[config.mk]
export PLATFORM = sky130hd
export DESIGN_NAME = stream_substring_match_unit
export DESIGN_NICKNAME = d
export VERILOG_FILES = /design/src/design/ssm_pkg.sv /design/src/design/ssm_cell.sv /design/src/design/ssm_cfg.sv /design/src/design/stream_substring_match_unit.sv
export SDC_FILE = /design/constraint.sdc
export NUM_CORES = 2
export LEC_CHECK = 0
export BUFFER_PORTS_ARGS = -buffer_cell sky130_fd_sc_hd__buf_4
export CORE_UTILIZATION = 45
export DETAILED_ROUTE_END_ITERATION = 16
export MAX_ROUTING_LAYER = met4
export SLEW_MARGIN = 20
export SYNTH_ARGS = -nofsm -noshare
export SYNTH_HDL_FRONTEND = slang
export SYNTH_SLANG_ARGS = --single-unit
export TNS_END_PERCENT = 30
[constraint.sdc]
create_clock -name clk -period 5.8 [get_ports clk]
set_input_delay 0.29 -clock clk [delete_from_list [all_inputs] [get_ports clk]]
set_output_delay 0.29 -clock clk [all_outputs]
set_load 0.05 [all_outputs]
[src/design/ssm_pkg.sv]
// shared types and constants for the stream substring match unit
// no dependencies
`default_nettype none

package ssm_pkg;

  localparam int PATTERN_MAX = 32;
  localparam int BYTE_W      = 8;
  localparam int LEN_W       = 6;
  localparam int CFG_DATA_W  = 64;
  localparam int CFG_IDX_W   = 3;
  localparam int WORD_BYTES  = CFG_DATA_W / BYTE_W;
  localparam int PAT_WORDS   = 4;
  localparam int PAT_STORED  = PAT_WORDS * WORD_BYTES;
  localparam int CELL_IDX_W  = (PATTERN_MAX > 1) ? $clog2(PATTERN_MAX) : 1;
  localparam int OUT_DATA_W  = 8;

  typedef enum logic [CFG_IDX_W-1:0] {
    REG_PATTERN_LENGTH = 3'd0,
    REG_PATTERN_WORD0  = 3'd1,
    REG_PATTERN_WORD1  = 3'd2,
    REG_PATTERN_WORD2  = 3'd3,
    REG_PATTERN_WORD3  = 3'd4
  } cfg_reg_t;

  typedef logic [PAT_STORED-1:0][BYTE_W-1:0] pat_bytes_t;

  typedef struct packed {
    logic accept;
    logic clear;
  } cell_ctrl_t;

endpackage

`default_nettype wire

[src/design/ssm_cell.sv]
// one window cell: holds one text byte and its valid flag, hands both to its
// right neighbour on every accepted byte and compares the incoming byte
// against the pattern byte aligned to its place; uses ssm_pkg
`default_nettype none

module ssm_cell (
  input  wire logic                       clk,
  input  wire logic                       rst_n,
  input  wire ssm_pkg::cell_ctrl_t        ctrl,
  input  wire logic [ssm_pkg::BYTE_W-1:0] prev_byte,
  input  wire logic                       prev_valid,
  input  wire logic [ssm_pkg::BYTE_W-1:0] pat_byte,
  output logic                            hit_nxt,
  output logic [ssm_pkg::BYTE_W-1:0]      byte_r,
  output logic                            valid_r
);
  import ssm_pkg::*;

  assign hit_nxt = prev_valid && (prev_byte == pat_byte);

  always_ff @(posedge clk) begin
    if (!rst_n) begin
      byte_r  <= '0;
      valid_r <= 1'b0;
    end else if (ctrl.accept) begin
      byte_r  <= prev_byte;
      valid_r <= ctrl.clear ? 1'b0 : prev_valid;
    end
  end

endmodule

`default_nettype wire

[src/design/ssm_cfg.sv]
// pattern length and pattern byte registers behind the write port
// uses ssm_pkg
`default_nettype none

module ssm_cfg (
  input  wire logic                           clk,
  input  wire logic                           rst_n,
  input  wire logic                           cfg_we,
  input  wire logic [ssm_pkg::CFG_IDX_W-1:0]  cfg_index,
  input  wire logic [ssm_pkg::CFG_DATA_W-1:0] cfg_data,
  output logic      [ssm_pkg::LEN_W-1:0]      len_eff,
  output ssm_pkg::pat_bytes_t                 pat_bytes
);
  import ssm_pkg::*;

  logic [LEN_W-1:0]                      len_r;
  logic [PAT_WORDS-1:0][CFG_DATA_W-1:0]  pat_r;

  always_ff @(posedge clk) begin
    if (!rst_n) begin
      len_r <= '0;
      pat_r <= '0;
    end else if (cfg_we) begin
      case (cfg_reg_t'(cfg_index))
        REG_PATTERN_LENGTH: len_r    <= cfg_data[LEN_W-1:0];
        REG_PATTERN_WORD0:  pat_r[0] <= cfg_data;
        REG_PATTERN_WORD1:  pat_r[1] <= cfg_data;
        REG_PATTERN_WORD2:  pat_r[2] <= cfg_data;
        REG_PATTERN_WORD3:  pat_r[3] <= cfg_data;
        default: ;
      endcase
    end
  end

  localparam int LEN_CAP = (PATTERN_MAX < PAT_STORED) ? PATTERN_MAX : PAT_STORED;

  always_comb begin
    if (len_r > LEN_W'(LEN_CAP)) begin
      len_eff = LEN_W'(LEN_CAP);
    end else begin
      len_eff = len_r;
    end
  end

  assign pat_bytes = pat_r;

endmodule

`default_nettype wire

[src/design/stream_substring_match_unit.sv]
// Streaming exact substring search. Text bytes enter one per transfer on
// in_tdata with in_tlast on the last byte of a text; each byte gives one
// result transfer with match_here, found and text_done (out_tlast). A row of
// window cells holds the most recent bytes of the current text with a valid
// flag each; every cell compares the byte it is about to take against the
// pattern byte aligned to its place, all at once, so one byte is taken in
// every cycle; the result sits in a single output register, and a byte is
// taken while that register is empty or being drained. Found and the cell
// flags clear after the byte marked last; pattern writes take effect from
// the next byte on.
// depends on ssm_pkg, ssm_cell and ssm_cfg
`default_nettype none

module stream_substring_match_unit (
  input  wire logic                           clk,
  input  wire logic                           rst_n,
  input  wire logic                           cfg_we,
  input  wire logic [ssm_pkg::CFG_IDX_W-1:0]  cfg_index,
  input  wire logic [ssm_pkg::CFG_DATA_W-1:0] cfg_data,
  input  wire logic                           in_tvalid,
  output logic                                in_tready,
  input  wire logic [ssm_pkg::BYTE_W-1:0]     in_tdata,   // text_byte
  input  wire logic                           in_tlast,   // end_of_text
  output logic                                out_tvalid,
  input  wire logic                           out_tready,
  output logic [ssm_pkg::OUT_DATA_W-1:0]      out_tdata,  // match_here, found, zero fill
  output logic                                out_tlast   // text_done
);
  import ssm_pkg::*;

  logic [LEN_W-1:0]                    len_eff;
  pat_bytes_t                          pat_bytes;
  cell_ctrl_t                          ctrl;
  logic [PATTERN_MAX-1:0]              hit_nxt;
  logic [PATTERN_MAX-1:0][BYTE_W-1:0]  window_r;
  logic [PATTERN_MAX-1:0]              valid_r;
  logic [PATTERN_MAX-1:0]              active;
  logic                                in_accept;
  logic                                first_r;
  logic                                found_r;
  logic                                found_nxt;
  logic                                match;
  logic                                out_valid_r;
  logic                                match_out_r;
  logic                                found_out_r;
  logic                                last_out_r;

  ssm_cfg u_cfg (
    .clk       (clk),
    .rst_n     (rst_n),
    .cfg_we    (cfg_we),
    .cfg_index (cfg_index),
    .cfg_data  (cfg_data),
    .len_eff   (len_eff),
    .pat_bytes (pat_bytes)
  );

  assign in_tready    = !out_valid_r || out_tready;
  assign in_accept    = in_tvalid && in_tready;
  assign ctrl.accept  = in_accept;
  assign ctrl.clear   = in_tlast;

  for (genvar k = 0; k < PATTERN_MAX; k++) begin : g_cell
    logic [BYTE_W-1:0]     prev_byte;
    logic                  prev_valid;
    logic [CELL_IDX_W-1:0] pat_idx;
    if (k == 0) begin : g_head
      assign prev_byte  = in_tdata;
      assign prev_valid = 1'b1;
    end else begin : g_link
      assign prev_byte  = window_r[k-1];
      assign prev_valid = valid_r[k-1];
    end
    // newest byte lines up with the last pattern byte
    assign pat_idx   = CELL_IDX_W'(len_eff - LEN_W'(k + 1));
    assign active[k] = (LEN_W'(k) < len_eff);
    ssm_cell u_cell (
      .clk        (clk),
      .rst_n      (rst_n),
      .ctrl       (ctrl),
      .prev_byte  (prev_byte),
      .prev_valid (prev_valid),
      .pat_byte   (pat_bytes[pat_idx]),
      .hit_nxt    (hit_nxt[k]),
      .byte_r     (window_r[k]),
      .valid_r    (valid_r[k])
    );
  end

  always_comb begin
    if (len_eff == '0) begin
      match = first_r;
    end else begin
      match = &(hit_nxt | ~active);
    end
    found_nxt = found_r || match;
  end

  always_ff @(posedge clk) begin
    if (!rst_n) begin
      first_r <= 1'b1;
      found_r <= 1'b0;
    end else if (in_accept) begin
      first_r <= in_tlast;
      found_r <= in_tlast ? 1'b0 : found_nxt;
    end
  end

  always_ff @(posedge clk) begin
    if (!rst_n) begin
      out_valid_r <= 1'b0;
    end else if (in_accept) begin
      out_valid_r <= 1'b1;
    end else if (out_tready) begin
      out_valid_r <= 1'b0;
    end
  end

  always_ff @(posedge clk) begin
    if (in_accept) begin
      match_out_r <= match;
      found_out_r <= found_nxt;
      last_out_r  <= in_tlast;
    end
  end

  assign out_tvalid = out_valid_r;
  assign out_tdata  = {{(OUT_DATA_W-2){1'b0}}, found_out_r, match_out_r};
  assign out_tlast  = last_out_r;

  a_match_implies_found: assert property (@(posedge clk) disable iff (!rst_n)
    out_tvalid |-> (!out_tdata[0] || out_tdata[1]))
    else $error("match without found");

  a_clear_after_last: assert property (@(posedge clk) disable iff (!rst_n)
    (in_accept && in_tlast) |=> (!found_r && first_r && (valid_r == '0)))
    else $error("state not cleared after last byte");

  a_valid_from_accept: assert property (@(posedge clk) disable iff (!rst_n)
    $rose(out_tvalid) |-> $past(in_accept))
    else $error("result without transfer");

  a_first_flag: assert property (@(posedge clk) disable iff (!rst_n)
    (in_accept && !in_tlast) |=> !first_r)
    else $error("first byte flag stuck");

  a_window_shift: assert property (@(posedge clk) disable iff (!rst_n)
    in_accept |=> (window_r == {$past(window_r[PATTERN_MAX-2:0]), $past(in_tdata)}))
    else $error("window did not shift");

endmodule

`default_nettype wire
==> out/summary.md <==
• **outcome** finished, violations left
• **violations in the final reports** negative setup slack
• **CP max FO** 19
• **fin nets** 6,592
• **list of most frequent post-synthesis cells** 1,443 x sky130_fd_sc_hd__nand2_1, 544 x sky130_fd_sc_hd__dfxtp_1, 540 x sky130_fd_sc_hd__a21boi_0
• **Switching Fraction** 0.336
• **Seq/Total Area, Yosys** 0.220
• **synthesized area divided by synthesized cell count** 7.75 sq um
• **data arrival time of the critical path** 6.43 ns
• **number of placed I/O pins** 92
• **kind of capture point of the worst setup path** flop
• **Final setup violation count** 2
• **clock group share of total power** 0.401
• **root buffer cell** sky130_fd_sc_hd__clkbuf_16
• **Seq pwr share** 0.368
• **floorplan row count** 121
• **Peak supply drop** 0.249 mV
• **layout filler cell count** 10,600
• **TritonCTS clock tree** yes
• **Unique masters post-synth** 125
• **final non-filler cell area** 0.0565 sq mm
• **CTS sink cnt** 547
• **max cap viols** 0
• **maximum clock skew at final layout** 0.0633 ns
• **placer's final routability congestion estimate** 1.23
• **clock slew seen by the registers of the worst setup and hold paths** 0.06 ns
• **Initial Util** 0.456
• **logic depth of the worst register-to-register path** 17
• **number of cells on the worst hold path** 1
• **Crit Path Category** flop to flop
• **cell-internal power** 7.12 mW
• **maximum buffer depth of the clock tree** 3
• **Power Density** 190 mW/mm^2
• **Synth Cell Area** 0.0498 sq mm
• **clock latency on the worst-skew pair** 0.75 ns
• **Final Cycle Share** 1.01
• **most frequently used cell type in the post-synthesis netlist** sky130_fd_sc_hd__nand2_1
• **Residual DRC** 0
• **wire length of the first global-routing pass** 444,000 microns
• **post-detailed-route wirelength per cell** 41.0 microns
• **initial antenna violation count** 30
• **leakage power figure** 20.2 nW
• **die width** 335 microns
• **final period demand of the worst path** 5.83 ns
• **number of buffers inserted to repair setup after CTS** 0
• **Syn. warnings** 0
• **relative area change from synthesis to final layout** 13.3%
• **total via count after detailed routing** 59,400
• **setup repair after global routing missed its margin** false
• **Slew headroom** 0.155
• **number of DRC markers after the initial detailed-route iteration** 11,000
• **highest clock rate** 171 MHz
• **DRT Pass-1 Iters** 13
• **largest net degree at the start of global routing** 199
• **portion of synthesized cell area occupied by the leading cell type** 0.218
• **sum of overflow across all layers after global routing** 0
• **kind of path behind the tightest hold check** input port to flop
• **Core Util, Final** 0.517
• **total clock buffers created by CTS** 61
• **global-route usage over all layers** 0.586
• **HPWL reported at the end of detailed placement** 256,000 microns
• **switching pwr** 3.61 mW
• **vias in the first global route** 53,100
• **final hold viol count** 0
• **Final Max Tran Viols** 0
• **count of state elements after synthesis** 547
• **die area** 0.112 sq mm
• **number of synthesized flops with an enable pin** 3
• **final critical-path setup slack** -0.0316 ns
• **async set or reset register ratio after synthesis** 0
• **largest cells by area after synthesis** sky130_fd_sc_hd__dfxtp_1 22%, sky130_fd_sc_hd__nand2_1 11%, sky130_fd_sc_hd__mux2i_1 9.5%
• **Vias/cell** 7.36
• **post-placement cell area** 0.0534 sq mm
• **required time at the worst-slack endpoint** 6.40 ns
• **dominant cell type by area after synthesis** sky130_fd_sc_hd__dfxtp_1
• **synthesized instance count** 6,435
• **actual transition at the worst max-transition pin** 1.26 ns
• **startpoint class of the critical path** flop
• **number of routed nets with antenna violations** 0
• **share of total power in combinational logic** 0.232
• **Most used DFF post-synth** sky130_fd_sc_hd__dfxtp_1
• **die height** 335 microns
• **final routed wirelength across all metal layers** 331,000 microns
• **Core Region** 0.109 sq mm
• **share of cells above drive strength 1** 0.153
• **total of buffers placed on input and output ports** 85
• **H-Tree Depth** 2
critical path: stages, from the launching register on:
cell	delay [ns]
sky130_fd_sc_hd__dfxtp_4	0.52
sky130_fd_sc_hd__nand2b_4	0.12
sky130_fd_sc_hd__ha_2	0.36
sky130_fd_sc_hd__buf_12	0.24
sky130_fd_sc_hd__nor2_2	0.95
sky130_fd_sc_hd__buf_4	0.36
sky130_fd_sc_hd__mux2_2	0.36
sky130_fd_sc_hd__a222oi_1	0.81
sky130_fd_sc_hd__xor2_1	0.33
sky130_fd_sc_hd__nand2_1	0.22
sky130_fd_sc_hd__o2111ai_1	0.14
sky130_fd_sc_hd__nor4_1	0.21
sky130_fd_sc_hd__buf_4	0.17
sky130_fd_sc_hd__a41oi_1	0.13
sky130_fd_sc_hd__a2111oi_2	0.33
sky130_fd_sc_hd__and4_1	0.24
sky130_fd_sc_hd__nand3_1	0.11
sky130_fd_sc_hd__nand3b_1	0.12
power groups by stage:
stage | clock network (mW) | logic [mW] | registers, mW
floorplan | 0 | 1.25 | 3.94
global placement | 0 | 2.24 | 4.01
detailed placement | 0 | 2.25 | 4.01
CTS | 4.31 | 2.30 | 3.93
global route | 4.46 | 2.47 | 3.94
finish | 4.30 | 2.49 | 3.94
stage by stage:
| step | power [mW] | worst slack, ns | hold WS (ns) | instances | setup TNS, ns |
|---|---|---|---|---|---|
| floorplan | 5.19 | 0.287 | 0.389 | 6440 | 0 |
| global placement | 6.25 | 0.0809 | 0.451 | 7842 | 0 |
| detailed placement | 6.26 | 0.0762 | 0.461 | 7843 | 0 |
| CTS | 10.5 | 0.108 | 0.00657 | 8031 | 0 |
| global route | 10.9 | 0.00659 | 0.0407 | 8065 | 0 |
| finish | 10.7 | -0.0316 | 0.0346 | 8071 | -0.0597 |
repair_timing:
action | in CTS | in global routing
setup endpoints to repair | 0 | 3
hold endpoints to repair | 269 | 0
resized for setup | 0 | 2
hold buffers | 74 | 0
placed cells by master, fill, tap and decap left out, types with 38 or more instances in the layout:
cell type                       synthesis  layout
sky130_fd_sc_hd__nor3_1               105     103
sky130_fd_sc_hd__xnor2_1              167     164
sky130_fd_sc_hd__nor2_1               285     278
sky130_fd_sc_hd__nor4_1                51      49
sky130_fd_sc_hd__clkbuf_16              0      62
sky130_fd_sc_hd__a31oi_1               65      65
sky130_fd_sc_hd__a211oi_1             118     118
sky130_fd_sc_hd__dlygate4sd3_1          0      74
sky130_fd_sc_hd__a221oi_1              40      39
sky130_fd_sc_hd__and3_1                43      41
sky130_fd_sc_hd__dfxtp_1              544     539
sky130_fd_sc_hd__mux2i_1              471     465
sky130_fd_sc_hd__nand3_1              126     124
sky130_fd_sc_hd__nor2b_1               52      50
sky130_fd_sc_hd__nand3b_1              41      41
sky130_fd_sc_hd__nand2_1             1443    1442
sky130_fd_sc_hd__a22oi_1               60      60
sky130_fd_sc_hd__a21boi_0             540     540
sky130_fd_sc_hd__buf_4                 43     474
sky130_fd_sc_hd__a21oi_1              213     213
sky130_fd_sc_hd__o221ai_1              39      39
sky130_fd_sc_hd__and3b_1               38      38
sky130_fd_sc_hd__xor2_1               150     150
sky130_fd_sc_hd__mux2_2               125     125
sky130_fd_sc_hd__mux4_2               125     125
sky130_fd_sc_hd__o22ai_1              108     108
sky130_fd_sc_hd__o211ai_1              57      57
sky130_fd_sc_hd__o21ai_0              157     156
cell families after synthesis:
| group | share of synthesized area |
|---|---|
| AOI/OAI and AO/OA | 0.264 |
| xor gates and xnor gates | 0.0557 |
| adders and majority gates | 0.00100 |
| buffers and inverters | 0.0591 |
| DFF | 0.220 |
| muxes | 0.180 |
| other | 0.0000752 |
| and+or+nand+nor | 0.220 |
cell type report:
class                   count  area (sq um)  area share
diodes                     37          92.6     0.00164
clock buffers              89          1790      0.0318
clock inverters            25           422     0.00747
inverters                  45           185     0.00328
multi-input cells        5273         36200       0.642
flip-flops and latches    547         11000       0.195
well taps                1476          1850      0.0327
repair buffers            579          4890      0.0865
sequential cells by signal, summed over array words and instances (netlist names):
name                   cells
out_tvalid                 1
found_r                    1
match_out_r                1
found_out_r                1
g_cell.u_cell.valid_r     31
u_cfg.len_r                6
g_cell.u_cell.byte_r     248
out_tlast                  1
u_cfg.pat_bytes          256
first_r                    1
path summary, 6_finish.rpt:
path                               startpoint                     endpoint  slack (ns)
setup / recovery               u_cfg.len_r[2]                  found_out_r       -0.03
hold / removal                       in_tlast                    out_tlast        0.03
setup reg to reg               u_cfg.len_r[2]                  found_out_r       -0.03
hold reg to reg   g_cell[19].u_cell.byte_r[1]  g_cell[20].u_cell.byte_r[1]        0.47
metal layers:
layer	vias up	wire, microns	track usage
met5	-	0	-
met4	0	37700	0.498
met3	1812	54200	0.282
met2	5408	124000	0.764
met1	28500	114000	0.661
li1	23700	-	-
(Power assumes the default switching activity.)
